**src/rtl/bba_pkg.sv**
```systemverilog
// shared constants, types and score/size functions for the buddy block allocator
package bba_pkg;

    localparam int INDEX_BITS      = 16;
    localparam int BLOCK_BYTES     = 12;
    localparam int MAX_ALLOC_BYTES = 786432;
    localparam int BLOCK_COUNT     = 1 << INDEX_BITS;
    localparam int TOP_ORDER       = INDEX_BITS;
    localparam int LOOP_LIMIT      = 2 * INDEX_BITS + 4;
    localparam int BYTES_W         = 20;
    localparam int COUNT_W         = 16;
    localparam int ORDER_W         = $clog2(TOP_ORDER + 2);
    localparam int STEP_W          = $clog2(LOOP_LIMIT + 1);
    localparam int SCORE_W         = INDEX_BITS + 2;
    localparam int TZ_W            = $clog2(INDEX_BITS + 1);

    typedef logic [INDEX_BITS-1:0] t_index;
    typedef logic [ORDER_W-1:0]    t_order;
    typedef logic [COUNT_W-1:0]    t_count;
    typedef logic [BYTES_W-1:0]    t_bytes;
    typedef logic [STEP_W-1:0]     t_step;

    typedef enum logic [1:0] {
        ST_OK        = 2'd0,
        ST_TOO_LARGE = 2'd1,
        ST_NO_FREE   = 2'd2
    } t_status;

    typedef enum logic {
        CMD_ALLOC = 1'b0,
        CMD_FREE  = 1'b1
    } t_cmd;

    // one link memory word: left and right child
    typedef struct packed {
        t_index left;
        t_index right;
    } t_link;

    typedef struct packed {
        logic [1:0] we;     // [1] right half, [0] left half
        t_index     addr;
        t_link      data;
    } t_link_wr;

    // smallest order whose region holds the byte count, TOP_ORDER + 1 when too large
    function automatic t_order size_order(input t_bytes bytes);
        t_order o;
        o = ORDER_W'(TOP_ORDER + 1);
        if (32'(bytes) < 32'(MAX_ALLOC_BYTES)) begin
            for (int w = TOP_ORDER; w >= 0; w--) begin
                if (32'(bytes) <= (32'(BLOCK_BYTES) << w)) begin
                    o = ORDER_W'(w);
                end
            end
        end
        return o;
    endfunction

    // heap key of a free region: 2^tz + (count - idx) - pop
    function automatic logic [SCORE_W-1:0] score(input t_index idx);
        logic [INDEX_BITS:0] full;
        t_index              d;
        logic [TZ_W-1:0]     tz;
        logic [TZ_W-1:0]     pop;
        full = (INDEX_BITS+1)'(BLOCK_COUNT) - {1'b0, idx};
        d    = full[INDEX_BITS-1:0];
        tz   = TZ_W'(INDEX_BITS);
        pop  = '0;
        for (int i = INDEX_BITS - 1; i >= 0; i--) begin
            if (d[i]) begin
                tz = TZ_W'(i);
            end
        end
        for (int i = 0; i < INDEX_BITS; i++) begin
            pop = pop + TZ_W'(d[i]);
        end
        return (SCORE_W'(1) << tz) + SCORE_W'(full) - SCORE_W'(pop);
    endfunction

endpackage

```
**src/rtl/bba_score_cmp.sv**
```systemverilog
// shared heap key comparator: is score(a) below score(b)
module bba_score_cmp (
    input  bba_pkg::t_index i_a,
    input  bba_pkg::t_index i_b,
    output logic            o_a_lt_b
);
    import bba_pkg::*;

    logic [SCORE_W-1:0] score_a;
    logic [SCORE_W-1:0] score_b;

    assign score_a  = score(i_a);
    assign score_b  = score(i_b);
    assign o_a_lt_b = (score_a < score_b);

endmodule

```
**config.mk**
```make
export PLATFORM = sky130hd
export DESIGN_NAME = bba_score_cmp
export DESIGN_NICKNAME = d
export VERILOG_FILES = /design/src/rtl/bba_pkg.sv /design/src/rtl/bba_score_cmp.sv
export SDC_FILE = /design/constraint.sdc
export NUM_CORES = 1
export LEC_CHECK = 0
export ABC_CLOCK_PERIOD_IN_PS = 12880
export BUFFER_PORTS_ARGS = -buffer_cell sky130_fd_sc_hd__buf_2
export CAP_MARGIN = 20
export CORE_UTILIZATION = 40
export DETAILED_ROUTE_END_ITERATION = 10
export MAX_ROUTING_LAYER = met4
export PLACE_DENSITY = 0.68
export RECOVER_POWER = 50
export SLEW_MARGIN = 10
export SYNTH_ARGS = -nofsm -noshare
export SYNTH_HDL_FRONTEND = slang
export SYNTH_SLANG_ARGS = --single-unit
```
**constraint.sdc**
```tcl
create_clock -name vclk -period 12.88
set_input_delay 1.932 -clock vclk [all_inputs]
set_output_delay 1.932 -clock vclk [all_outputs]
set_load 0.02 [all_outputs]
```
# [After elaboration in Yosys (flattened, before gate mapping)]
# Cells that the tools add are included.
# W data, S select, Z words.
[totals] register_bits=0
[op_classes] add_sub_neg=36 n_lt_le_gt_ge=1 shifts=2 n_mux=32
[op_table] operator="$mux W5" count=32
[op_table] operator="$add A5 B1 Y5" count=22
[op_table] operator="$add A18 B17 Y18" count=2
[op_table] operator="$shl A1 B5 Y18 const A" count=2
[op_table] operator="$sub A18 B5 Y18" count=2
[op_table] operator="$sub A17 B16 Y17 const A" count=2
[op_table] operator="$lt A18 B18 Y1" count=1
[op_table] operator="$add A4 B1 Y5" count=2
[op_table] operator="$add A3 B1 Y4" count=2
[op_table] operator="$add A2 B1 Y3" count=2
[op_table] operator="$add A1 B1 Y2" count=2

# [Longest topological paths before layout]
[logic_depth] word_depth=21 depth_mapped=34 depth_no_buf=32

# [Worst setup path after synthesis]
# No wires, ideal clock.
[synth_path] path_type="input port to output port" from="input i_b[0]" to="output o_a_lt_b" arrival_ns=10.383 t_required_ns=10.948 path_slack_ns=0.565 cell_stages=32 path_cell_list="clkbuf_1 > inv_1 > ha_1 > nor3b_4 > nand4b_1 > xor2_1 > nor4_1 > o32a_1 > o211a_1 > or3_1 > buf_6 > fa_1 > inv_1 > fa_1 > fa_1 > fa_1 > inv_1 > fa_1 > inv_1 > ha_1 > a211o_1 > a2111oi_0 > o311ai_0 > o41a_1 > and4_1 > a2111oi_2 > a21oi_1 > xnor2_1 > ha_1 > a2111oi_0 > a21oi_1 > a21oi_1"
[synth_via] elab_chain_cells=21
[synth_lines] item="start, declared" line="bba_score_cmp.sv:4" rtl="input bba_pkg::t_index i_b,"
[synth_lines] item="$sub A17 B16 Y17 (*)" line="bba_pkg.sv:66" rtl="full = (INDEX_BITS+1)'(BLOCK_COUNT) - {1'b0, idx};"
[synth_lines] item="parallel branches: the longest is 18 deep, another holds $add A4 B1 Y5"
[synth_lines] item="$sub A18 B5 Y18 (*)" line="bba_pkg.sv:78" rtl="return (SCORE_W'(1) << tz) + SCORE_W'(full) - SCORE_W'(pop);"
[synth_lines] item="$lt A18 B18 Y1 (*)" line="bba_score_cmp.sv:14" rtl="assign o_a_lt_b = (score_a < score_b);"
[synth_lines] item="end, declared" line="bba_score_cmp.sv:5" rtl="output logic o_a_lt_b"
# Every way passes the cells marked *.

# [Worst setup path in the final report]
# Ends and elaborated chain as after synthesis.

==> flow_summary.ini <==
[timing]
fin_crit_ns = 12.44
fmax_mhz = 80.40
slew_viol_final = 0
final_hold_viol_count = 0
holdWs_ns = 5.204
setup_viol_count_final = 0
max_slew_margin_pct = 45.61
worst_pin_slew_ns = 0.8085
finalCritPeriodShare_pct = 96.57

[outcome]
outcome = complete, no violations

[hold_path]
hold_class = in2out
hold_depth = 12

[route]
vias_per_cell = 5.218
vias = 5129
ant_nets = 0
wl_um = 10930
dr.first_iter.drc_count = 211
dr.pass1.iters = 4
avgRoutedWirePerCell_um = 11.12
drcViolationCount = 0

[critical_path]
critPathSlowestCell = fa_1
cp.required_ns = 10.95
cp_common_cell = fa_1
crit_type = in2out
cp_num_cells = 34
worstSetupStartpointType = primary input
path_buf_inv = 8
critPathTopFamily = compound AO/OA/AOI/OAI gates
critPathMaxStageDelay_ns = 0.57
crit_path_max_fanout = 6
cp.arrival_ns = 10.51
worst_setup_path_end_kind = output port

[final_layout]
regArea_um2 = 0
drive_gt1_share_pct = 9.560
area_growth_pct = 6.901
design_area_mm2 = 0.006629
design.seq.count = 0
nClkBuffers = 0
final_nets = 1036
diodes = 0

[power_and_ir_drop]
p_per_area_mw_per_mm2 = 188.0
power.leakage_nw = 3.216
vdd_drop_max_mv = 0.1991

[die]
die_w_um = 126.5
dieArea_mm2 = 0.01600
ioPinCount = 33
start_util_pct = 40.94
core.rowCount = 45
core_area_mm2 = 0.01515
dieHeight_um = 126.5

[place]
gp_congestion = 0.8928
place_hpwl_um = 9930
place_area_mm2 = 0.006573
io_buffer_count = 33

[logic_synthesis]
yosysTopAreaCellShare_pct = 34.30
synthTopCellsByArea = ha_1 (34%), fa_1 (12%), inv_1 (6.9%), xnor2_1 (6.8%), xor2_1 (4.5%)
yosysTopAreaCell = ha_1
synth_common_cells = ha_1 (170), inv_1 (114), nand2_1 (58)
ys_warn_count = 0
synth_fp_nets = 1009
avgSynthCellArea_um2 = 8.053
synth_area_mm2 = 0.006201
synth_cells = 770
synth.most_common_cell = ha_1
ys_types = 70
ys_seq_area_share_pct = 0

[global_routing]
grt-ovfl-total = 0
grt_pass1_wl_um = 19860
grt_usage_pct = 14.70
grt_max_degree = 13
first_global_vias = 4818
antenna_found_initial = 0

[clock_network]
cts_hold_buf = 0

[flow_run]
cap_violations = 0
[per-stage QoR]
stage | instances | total power (W) | utilization, % | worst slack [ns] | TNS (ns)
after floorplan | 770 | 0.001014 | - | 0.5654 | 0
after global placement | 980 | 0.001226 | 43.40 | 0.2181 | 0
after detailed placement | 980 | 0.001248 | 43.40 | 0.1504 | 0
after CTS | 980 | 0.001259 | 43.40 | 0.1246 | 0
after global routing | 983 | 0.001445 | 43.77 | -0.02611 | -0.02611
final | 983 | 0.001246 | 43.77 | 0.4419 | 0
[worst paths after layout]
kind | endpoint | from
setup / recovery | o_a_lt_b | i_b[0]
hold / removal | o_a_lt_b | i_b[15]
[cells by family (layout without fill, tap and decap cells)]
logic type / after synthesis / in the layout / synth area share (%)
and+or+nand+nor: 221 / 221 / 19.21
xor gates and xnor gates: 81 / 81 / 11.74
adders and majority gates: 210 / 210 / 46.75
AOI/OAI and AO/OA: 120 / 120 / 13.42
buffers and inverters: 137 / 162 / 8.717
muxes: 1 / 1 / 0.1614
[report_power, final]
| group | switching, W | internal, W |
|---|---|---|
| combinational | 0.000657 | 0.000589 |
| sequential | 0 | 0 |
| clock | 0 | 0 |
| total | 0.000657 | 0.000589 |
[cell type report]
class                           instances  area, um^2
Fill cell                            1539        8517
Inverter                              116       436.7
Multi-Input combinational cell        633        5694
Tap cell                              188       235.2
Timing Repair Buffer                   46       262.8
[timing repair]
item                                    in CTS  in global routing
gates resized for setup                      0                  6
endpoints found under the setup margin       0                  1
setup buffers                                0                  3
[layer usage]
metal	wire length, um	vias up	share of wire, %	GRT usage [%]
met4	0	0	0	0.1417
met1	5744	2383	53	20.45
met3	201	0	1.8	0.04218
met2	4983	36	46	25.45
li1	-	2710	-	-
met5	0	-	0	-
[layout by cell type (no fill, tap or decap), drive strengths merged, types with 5 or more instances in the layout]
cell     synthesis  routed
a21o            12      12
nor2            43      43
or3b             5       5
nor3            24      24
a2111oi          5       5
nand3           20      20
xnor2           49      49
fa              37      37
xor2            32      32
nand3b           8       8
ha             170     170
nand2           58      58
nand2b          11      11
nor4            12      12
a21oi           30      30
o21a             8       8
inv            115     115
a31oi            5       5
buf             11      45
or2              6       6
o21ai           20      20
o31ai            7       7
nor2b            5       5
(Power assumes the default switching activity.)
